### src/hw/rtl/spcs_pkg.sv
// Shared constants and types for the servo pulse capture and sequencer.
// No dependencies.
`default_nettype none
package spcs_pkg;
    localparam int CHANNELS     = 4;
    localparam int CNT_W        = 16;
    localparam int LVL_W        = CHANNELS;
    localparam int SLOT_W       = $clog2(CHANNELS + 1);
    localparam int LANE_W       = $clog2(CHANNELS);
    localparam int SUM_W        = CNT_W + $clog2(CHANNELS);

    localparam logic [CNT_W-1:0]  CNT_MAX      = {CNT_W{1'b1}};
    localparam logic [CNT_W-1:0]  RESET_PERIOD = CNT_W'(20000);
    localparam logic [CNT_W-1:0]  RESET_GAP    = CNT_W'(500);
    localparam logic [SLOT_W-1:0] GAP_SLOT     = SLOT_W'(CHANNELS);
    localparam logic [SLOT_W-1:0] LAST_PULSE   = SLOT_W'(CHANNELS - 1);

    typedef logic [CHANNELS-1:0][CNT_W-1:0] t_widths;

    typedef struct packed {
        logic [LVL_W-1:0]  levels;
        logic [SLOT_W-1:0] slot;
        t_widths           widths;
    } t_result;
endpackage
`default_nettype wire

### src/hw/rtl/servo_pulse_capture_and_sequencer.sv
// Top level of the servo pulse capture and sequencer.
// Depends on spcs_pkg, spcs_capture_lane and spcs_sequencer.
// One input transaction is one microsecond tick and is taken every clock
// cycle unless o_in_stall is high: four capture lanes run side by side and
// the sequencer counts slots in the same cycle. Each result is registered
// in the output register, or in the skid register while that one is stalled;
// both entries let ticks keep arriving while a result waits, so o_in_stall
// rises only once both entries hold untaken results. After reset the
// sequencer sits in a 500-tick gap. The frame period register may be written
// at any time while no transaction is in flight; o_cfg_ready is always high.
`default_nettype none
module servo_pulse_capture_and_sequencer
    import spcs_pkg::*;
(
    input  wire logic              i_clk,
    input  wire logic              i_rst_n,
    input  wire logic              i_in_valid,
    output logic                   o_in_stall,
    input  wire logic [LVL_W-1:0]  i_in_levels,
    output logic                   o_out_valid,
    input  wire logic              i_out_stall,
    output logic      [LVL_W-1:0]  o_out_levels,
    output logic      [SLOT_W-1:0] o_current_slot,
    output logic      [CNT_W-1:0]  o_width_ch1,
    output logic      [CNT_W-1:0]  o_width_ch2,
    output logic      [CNT_W-1:0]  o_width_ch3,
    output logic      [CNT_W-1:0]  o_width_ch4,
    input  wire logic              i_cfg_valid,
    output logic                   o_cfg_ready,
    input  wire logic [CNT_W-1:0]  i_cfg_data
);
    logic [CNT_W-1:0]  r_period;
    logic              r_out_v;
    logic              r_skid_v;
    t_result           r_out;
    t_result           r_skid;
    t_result           res;
    t_widths           widths;
    logic [SLOT_W-1:0] slot;
    logic              tick;
    logic              take;

    assign o_cfg_ready = 1'b1;
    assign o_in_stall  = r_skid_v;
    assign tick        = i_in_valid & ~r_skid_v;
    assign take        = r_out_v & ~i_out_stall;

    always_ff @(posedge i_clk) begin
        if (!i_rst_n) begin
            r_period <= RESET_PERIOD;
        end else if (i_cfg_valid && o_cfg_ready) begin
            r_period <= i_cfg_data;
        end
    end

    for (genvar g = 0; g < CHANNELS; g++) begin : g_lane
        spcs_capture_lane u_lane (
            .i_clk   (i_clk),
            .i_rst_n (i_rst_n),
            .i_tick  (tick),
            .i_level (i_in_levels[g]),
            .o_width (widths[g])
        );
    end

    spcs_sequencer u_seq (
        .i_clk    (i_clk),
        .i_rst_n  (i_rst_n),
        .i_tick   (tick),
        .i_widths (widths),
        .i_period (r_period),
        .o_slot   (slot)
    );

    always_comb begin
        res.levels = (slot == GAP_SLOT) ? '0 : LVL_W'(1) << slot;
        res.slot   = slot;
        res.widths = widths;
    end

    always_ff @(posedge i_clk) begin
        if (!i_rst_n) begin
            r_out_v  <= 1'b0;
            r_skid_v <= 1'b0;
        end else if (tick) begin
            if (!r_out_v || take) begin
                r_out_v <= 1'b1;
            end else begin
                r_skid_v <= 1'b1;
            end
        end else if (take) begin
            r_out_v  <= r_skid_v;
            r_skid_v <= 1'b0;
        end
    end

    always_ff @(posedge i_clk) begin
        if (tick) begin
            if (!r_out_v || take) begin
                r_out <= res;
            end else begin
                r_skid <= res;
            end
        end else if (take && r_skid_v) begin
            r_out <= r_skid;
        end
    end

    assign o_out_valid    = r_out_v;
    assign o_out_levels   = r_out.levels;
    assign o_current_slot = r_out.slot;
    assign o_width_ch1    = r_out.widths[0];
    assign o_width_ch2    = r_out.widths[1];
    assign o_width_ch3    = r_out.widths[2];
    assign o_width_ch4    = r_out.widths[3];
endmodule
`default_nettype wire

### src/hw/rtl/spcs_capture_lane.sv
// One pulse capture lane: edge detect, saturating tick counter, width register.
// Depends on spcs_pkg.
`default_nettype none
module spcs_capture_lane
    import spcs_pkg::*;
(
    input  wire logic             i_clk,
    input  wire logic             i_rst_n,
    input  wire logic             i_tick,
    input  wire logic             i_level,
    output logic      [CNT_W-1:0] o_width
);
    logic             r_prev;
    logic [CNT_W-1:0] r_cnt;
    logic [CNT_W-1:0] r_width;
    logic [CNT_W-1:0] n_cnt;
    logic [CNT_W-1:0] n_width;
    logic             rise;
    logic             fall;

    assign rise = i_level & ~r_prev;
    assign fall = ~i_level & r_prev;

    always_comb begin
        if (rise) begin
            n_cnt = '0;
        end else if (r_cnt == CNT_MAX) begin
            n_cnt = r_cnt;
        end else begin
            n_cnt = r_cnt + CNT_W'(1);
        end
        n_width = fall ? n_cnt : r_width;
    end

    // width as it stands after this tick's capture
    assign o_width = n_width;

    always_ff @(posedge i_clk) begin
        if (!i_rst_n) begin
            r_prev  <= 1'b0;
            r_cnt   <= '0;
            r_width <= '0;
        end else if (i_tick) begin
            r_prev  <= i_level;
            r_cnt   <= n_cnt;
            r_width <= n_width;
        end
    end
endmodule
`default_nettype wire

### src/hw/rtl/spcs_sequencer.sv
// Output slot sequencer: merges lane widths into frame slot lengths and gap.
// Depends on spcs_pkg.
`default_nettype none
module spcs_sequencer
    import spcs_pkg::*;
(
    input  wire logic              i_clk,
    input  wire logic              i_rst_n,
    input  wire logic              i_tick,
    input  wire t_widths           i_widths,
    input  wire logic  [CNT_W-1:0] i_period,
    output logic       [SLOT_W-1:0] o_slot
);
    logic [SLOT_W-1:0] r_slot;
    logic [CNT_W-1:0]  r_rem;
    t_widths           r_len;
    logic [CNT_W-1:0]  r_per;
    logic [SUM_W-1:0]  r_sum;
    logic [CNT_W-1:0]  r_gap;

    logic [SLOT_W-1:0] n_slot;
    logic [CNT_W-1:0]  n_rem;
    logic [CNT_W-1:0]  next_len;
    logic [SLOT_W-1:0] inc_slot;
    logic              frame_start;
    logic [SUM_W-1:0]  n_sum_w;

    assign inc_slot    = r_slot + SLOT_W'(1);
    assign frame_start = (r_rem <= CNT_W'(1)) && (r_slot == GAP_SLOT);

    always_comb begin
        if (r_slot == GAP_SLOT) begin
            next_len = i_widths[0];
        end else if (r_slot == LAST_PULSE) begin
            next_len = r_gap;
        end else begin
            next_len = r_len[inc_slot[LANE_W-1:0]];
        end
        if (r_rem <= CNT_W'(1)) begin
            n_slot = (r_slot == GAP_SLOT) ? '0 : inc_slot;
            n_rem  = (next_len == '0) ? CNT_W'(1) : next_len;
        end else begin
            n_slot = r_slot;
            n_rem  = r_rem - CNT_W'(1);
        end
    end

    always_ff @(posedge i_clk) begin
        if (!i_rst_n) begin
            r_slot <= GAP_SLOT;
            r_rem  <= RESET_GAP;
        end else if (i_tick) begin
            r_slot <= n_slot;
            r_rem  <= n_rem;
        end
    end

    // frame latch; sum, then gap, are registered from it well before slot 4 is due
    always_ff @(posedge i_clk) begin
        if (!i_rst_n) begin
            r_len <= '0;
            r_per <= RESET_PERIOD;
        end else if (i_tick && frame_start) begin
            r_len <= i_widths;
            r_per <= i_period;
        end
    end

    always_comb begin
        logic [SUM_W-1:0] acc;
        acc = '0;
        for (int k = 0; k < CHANNELS; k++) begin
            acc = acc + SUM_W'(r_len[k]);
        end
        n_sum_w = acc;
    end

    always_ff @(posedge i_clk) begin
        r_sum <= n_sum_w;
        r_gap <= (r_sum < SUM_W'(r_per)) ? CNT_W'(SUM_W'(r_per) - r_sum) : '0;
    end

    assign o_slot = r_slot;
endmodule
`default_nettype wire

### config.mk
export PLATFORM = sky130hd
export DESIGN_NAME = servo_pulse_capture_and_sequencer
export DESIGN_NICKNAME = d
export VERILOG_FILES = /design/src/hw/rtl/spcs_pkg.sv /design/src/hw/rtl/servo_pulse_capture_and_sequencer.sv /design/src/hw/rtl/spcs_capture_lane.sv /design/src/hw/rtl/spcs_sequencer.sv
export SDC_FILE = /design/constraint.sdc
export NUM_CORES = 1
export LEC_CHECK = 0
export ABC_AREA = 1
export BUFFER_PORTS_ARGS = -buffer_cell sky130_fd_sc_hd__buf_2
export CAP_MARGIN = 20
export CORE_MARGIN = 1.5
export CORE_UTILIZATION = 40
export DETAILED_ROUTE_END_ITERATION = 8
export SLEW_MARGIN = 5
export SYNTH_ARGS = -nofsm -noshare
export SYNTH_HDL_FRONTEND = slang
export SYNTH_HIERARCHICAL = 1
export SYNTH_SLANG_ARGS = --single-unit
export TNS_END_PERCENT = 50
### constraint.sdc
create_clock -name i_clk -period 15.08 [get_ports i_clk]
set_clock_uncertainty 0.15 [all_clocks]
set_input_delay 1.508 -clock i_clk [delete_from_list [all_inputs] [get_ports i_clk]]
set_output_delay 1.508 -clock i_clk [all_outputs]
set_load 0.01 [all_outputs]
* Word level (Yosys, flattened, before mapping)
Cells that the tools add are included.
Word-level totals: memory bits (writable) 0, memories 0, memory bits (read-only) 0, latch bits 0, bits of input ports 25, bits in registers 425
Cells by class: order comparisons 3, bitwise gates (word level) 21, $mul 0, reductions and logical operators 13, divide/modulo/power cells 0, shift operators 1, eq/ne operators 8, mux-type cells 29, $add $sub $neg 10
Operators with widths (count):
- $mux W16 | 17
- $mux W71 | 3
- $add A16 B1 Y16 const B | 4
- $eq A16 B16 Y1 const B | 4
- $add A18 B16 Y18 | 2
- $bmux W16 S2 | 1
- $lt A18 B16 Y1 | 1
- $add A16 B16 Y17 | 1
- $le A16 B1 Y1 const B | 1
- $logic_not A16 Y1 | 1
- $sub A16 B1 Y16 const B | 1
- $sub A16 B16 Y16 | 1
- $not A1 Y1 | 11
- $and A1 B1 Y1 | 10
- $reduce_and A2 Y1 | 5
- $mux W1 | 6
- $mux W4 | 1
- $ne A2 B2 Y1 const B | 2
- $reduce_bool A2 Y1 | 2
- $shl A1 B3 Y4 const A | 1
- $add A3 B1 Y3 const B | 1
- $eq A3 B2 Y1 const B | 1
- $eq A3 B3 Y1 const B | 1
- $logic_and A1 B1 Y1 | 3
- 4 further kinds | 4

* Longest topological paths before layout
depth in word-level cells 8, depth in mapped cells 20, gate-level depth less buffers 20

* By module
Netlist, hierarchy kept.
Modules (own cells, without submodules):
- spcs_sequencer | times used 1, area an instance 8348.0 sq um, sequential area each 2662.6 sq um, cells an instance 1138
- spcs_capture_lane | times used 4, area an instance 2025.7 sq um, sequential area each 660.6 sq um, cells an instance 327
- servo_pulse_capture_and_sequencer | times used 1, area an instance 5846.9 sq um, sequential area each 4624.4 sq um, cells an instance 464

* Worst setup path before layout
No wires, ideal clock.
kind input -> register, from input i_in_valid, to register r_out (netlist bit o_current_slot[0]), enable pin, arrival time 5.204 ns, slack 9.202 ns, path buffers 1, cell stages on the path 3, setup time 0.523 ns, cell sequence nand2_2 buf_2 a21oi_1
On the way: longest elaborated chain between the ends 3, elaborated cells on any way between the ends 4
RTL lines:
- start, declared | RTL line servo_pulse_capture_and_sequencer.sv:17 | input wire logic i_in_valid,
- $and A1 B1 Y1 (*) | RTL line servo_pulse_capture_and_sequencer.sv:45 | assign tick = i_in_valid & ~r_skid_v;
- $ne A2 B2 Y1 (no line) / $reduce_bool A2 Y1 (equally long branches)
- $reduce_and A2 Y1 (no line) (*)
- end signal, assigned | RTL line servo_pulse_capture_and_sequencer.sv:100 | r_out <= res;
- end signal, assigned | RTL line servo_pulse_capture_and_sequencer.sv:105 | r_out <= r_skid;
- end, declared | RTL line servo_pulse_capture_and_sequencer.sv:35 | t_result r_out;
Mark *: on every way between the ends. The rest lies on a longest branch, timed or not. A chain may end at the register's enable or synchronous reset.

* Worst setup path after layout
from register u_seq.r_slot[0] (netlist: u_seq/o_slot[0]), to register u_seq/r_len[33] in the netlist's numbering
On the way: longest elaborated chain between the ends 3
RTL lines:
- start, declared | RTL line spcs_sequencer.sv:14 | logic [SLOT_W-1:0] r_slot;
- start signal, assigned | RTL line spcs_sequencer.sv:53 | r_slot <= n_slot;
- $eq A3 B3 Y1 | RTL line spcs_sequencer.sv:29 | assign frame_start = (r_rem <= CNT_W'(1)) && (r_slot == GAP_SLOT);
- $logic_and A1 B1 Y1 | RTL line spcs_sequencer.sv:29
- $logic_and A1 B1 Y1 | RTL line spcs_sequencer.sv:63 | end else if (i_tick && frame_start) begin
- end signal, assigned | RTL line spcs_sequencer.sv:64 | r_len <= i_widths;
- end, declared | RTL line spcs_sequencer.sv:16 | t_widths r_len;
No other way between the ends.

==> impl_metrics.json <==
{
  "h-tree-depth": 2,
  "power_switching_mw": 0.695,
  "fmax_mhz": 238,
  "wl_per_cell_um": 15.8,
  "core_um2": 55100,
  "clkPwrFrac_pct": 43.2,
  "outcome": "finished clean",
  "gp_congestion": 0.912,
  "syn_area_per_cell_um2": 7.66,
  "grt_overflow": 0,
  "die_area_um2": 57200,
  "cp_slowest_stage_delay_ns": 0.83,
  "antenna_found_initial": 0,
  "crit_top_cell": "buf_4",
  "final_max_slew_viol_count": 0,
  "ctsLongestPathBuffers": 3,
  "relSlewSlack_pct": 26.6,
  "ys_seq_area_share_pct": 44.5,
  "hold_class": "reg -> reg",
  "synth-async-reset-ratio_pct": 0,
  "ir_drop_uv": 77.4,
  "synth_edf_count": 142,
  "slowest_stage": "clkinv_1",
  "drtPass1Iterations": 6,
  "critical_path.max_fanout": 67,
  "ant_nets": 0,
  "pin_count": 99,
  "clk_latency_ns": 0.59,
  "syn2layout_area_growth_pct": 11.1,
  "setup_tns_ns": 0,
  "grt.total_usage_pct": 20.5,
  "synth.cell_area_um2": 22300,
  "pwr-share-seq_pct": 47.5,
  "crit_chain": "buf_4 -> clkinv_1 -> ha_1 -> nand2_1 -> buf_4 -> nor2_8 -> inv_4 -> buf_4 -> o21ai_0 -> a21oi_1",
  "drv_cap": 0,
  "cellLeakagePower_nw": 11.2,
  "die_w_um": 239,
  "synth_commonest_cells": "nand2_1, inv_1, dfxtp_1",
  "drtIter0Drc": 1553,
  "cts_sinks": 425,
  "cts-root-buf": "clkbuf_16",
  "numCtsBuffers": 47,
  "cpLargestDelayFamily": "buffers and inverters",
  "synth_flop_cell": "dfxtp_1",
  "drc_errors": 0,
  "path_clk_slew_ns": 0.06,
  "hpwl_mm": 42.3,
  "vias_per_cell": 5.05,
  "yosys_warnings": 6,
  "postCtsHoldBufs": 0,
  "finalHoldViolCount": 0,
  "yosysMostFrequentCell": "nand2_1",
  "period_minus_slack_ns": 4.21,
  "cp-end-kind": "register",
  "start_util_pct": 40.5,
  "fin_util_pct": 45.0,
  "power.internal_mw": 2.00,
  "yosys.area.top_type_share_pct": 25.4,
  "rows": 86,
  "power.total_mw": 2.69,
  "num_antenna_cells": 0,
  "synth_cell_types": 49,
  "switching_share_pct": 25.8,
  "worst-path-buf-inv": 5,
  "syn_nets": 3025,
  "fin_ws_ns": 10.87,
  "io_buffers": 97,
  "setup_violations": 0,
  "drive_above_1_share_pct": 10.9,
  "vias": 18857,
  "synthCells": 2910,
  "arrival_ns": 4.55,
  "grt_pass1_wl_mm": 93.3,
  "worst_slew_pin_slew_ns": 1.10,
  "final_nets": 3061,
  "start_kind": "register",
  "rsz0062_at_grt": "false",
  "cts_tree": "yes",
  "dp_slack_ns": 10.52,
  "routed_wl_mm": 59.0,
  "fin_crit_sh_pct": 27.9,
  "postCtsSetupBuffers": 0,
  "power_density_nw_per_um2": 109,
  "synthTopCellsByArea": "dfxtp_1, edfxtp_1, nand2_1",
  "criticalPathCategory": "reg -> reg",
  "ys_ff_latch": 425,
  "synth_top_area_cell": "dfxtp_1",
  "combPwrFrac_pct": 9.3,
  "dieHeight_um": 239,
  "ctsResizeCount": 0,
  "crit_required_ns": 15.42,
  "grt_max_degree": 203,
  "grt_pass1_vias": 17556
}
## tightest hold or removal path, delay by kind of cell, from the launching register on
kind,cells,cell delay [ns]
and+or+nand+nor,2,0.11
DFF,1,0.33
## routing by layer
layer | global-route usage, % | routed length (um) | up-vias
met5 | 0 | 0 | -
met4 | 7.40 | 1890 | 0
met3 | 2.90 | 2760 | 101
met2 | 33.3 | 27300 | 455
met1 | 27.7 | 27100 | 8851
li1 | - | - | 9450
## power by group through the flow
stage | clock, mW | sequential (mW) | combinational (mW)
3_5_place_dp | 0 | 1.30 | 0.251
4_1_cts | 1.19 | 1.28 | 0.252
2_1_floorplan | 0 | 1.30 | 0.170
5_1_grt | 1.24 | 1.29 | 0.283
3_3_place_gp | 0 | 1.30 | 0.246
6_report | 1.16 | 1.28 | 0.250
## cell type report
class,instances,area [um2]
clock buffer,62,1290
clock inverter,26,256
fill,5548,30300
inverter,366,1380
multi-input combinational,1996,10400
sequential,425,9930
tap,748,936
timing repair buffer,110,606
## placed cells by master, fill, tap and decap left out, drive strengths merged, types with 2 or more instances in the layout
cell      synthesis  final
nand2           825    825
inv             361    363
dfxtp           283    283
nor2            242    242
o21ai           230    230
a21oi           227    227
nand3           206    206
edfxtp          142    142
buf              58    110
clkbuf           65     62
ha               57     57
nand4            35     35
fa               33     33
or2              31     31
xor2             30     30
xnor2            24     24
clkinv            5     22
a211oi           10     10
nor3              8      8
o211ai            6      6
a31oi             6      6
a21o              5      5
bufinv            0      4
o2111ai           4      4
o21bai            4      4
clkinvlp          0      3
nor4              3      3
a21boi            2      2
o31ai             2      2
## state kept, by name, summed over array words and instances (netlist names), 3 cells and up
| signal | flops |
|---|---|
| o_width_ch1 | 16 |
| g_lane.u_lane/r_cnt | 64 |
| o_out_levels | 4 |
| u_seq/r_gap | 16 |
| u_seq/r_per | 16 |
| u_seq/r_rem | 16 |
| r_skid | 71 |
| o_width_ch4 | 16 |
| o_current_slot | 3 |
| u_seq/o_slot | 3 |
| g_lane.u_lane/r_width | 64 |
| o_width_ch2 | 16 |
| r_period | 16 |
| o_width_ch3 | 16 |
| g_lane.u_lane/r_prev | 4 |
| u_seq/r_sum | 18 |
| u_seq/r_len | 64 |
## through the flow
stage | cells | hold WS, ns | cell area, um2
finish | 3733 | 0.320 | 24800
global placement | 3644 | 0.303 | 23200
detailed placement | 3644 | 0.309 | 23200
floorplan | 2910 | 0.279 | 22300
global route | 3733 | 0.359 | 24800
CTS | 3732 | 0.323 | 24800
## path summary, 6_finish.rpt
check                        from              end  slack, ns  cells past startpoint
setup / recovery  u_seq/o_slot[0]  u_seq/r_len[33]      10.87                     10
hold / removal       r_period[14]     r_period[14]       0.32                      2
setup reg to reg  u_seq/o_slot[0]  u_seq/r_len[33]      10.87                     10
hold reg to reg      r_period[14]     r_period[14]       0.32                      2
## logic make-up (layout without fill, tap and decap cells)
logic type	Yosys count	in the layout	share of synthesized area [%]
AO/OA/AOI/OAI	498	498	11.8
XOR/XNOR	54	54	2.12
adder cells (fa/ha/maj)	90	90	6.16
buffers and inverters	489	564	9.02
flip-flops	425	425	44.5
other	1	1	0.0168
AND/OR/NAND/NOR	1353	1353	26.4
No activity file was read; power rests on OpenSTA's default activity.
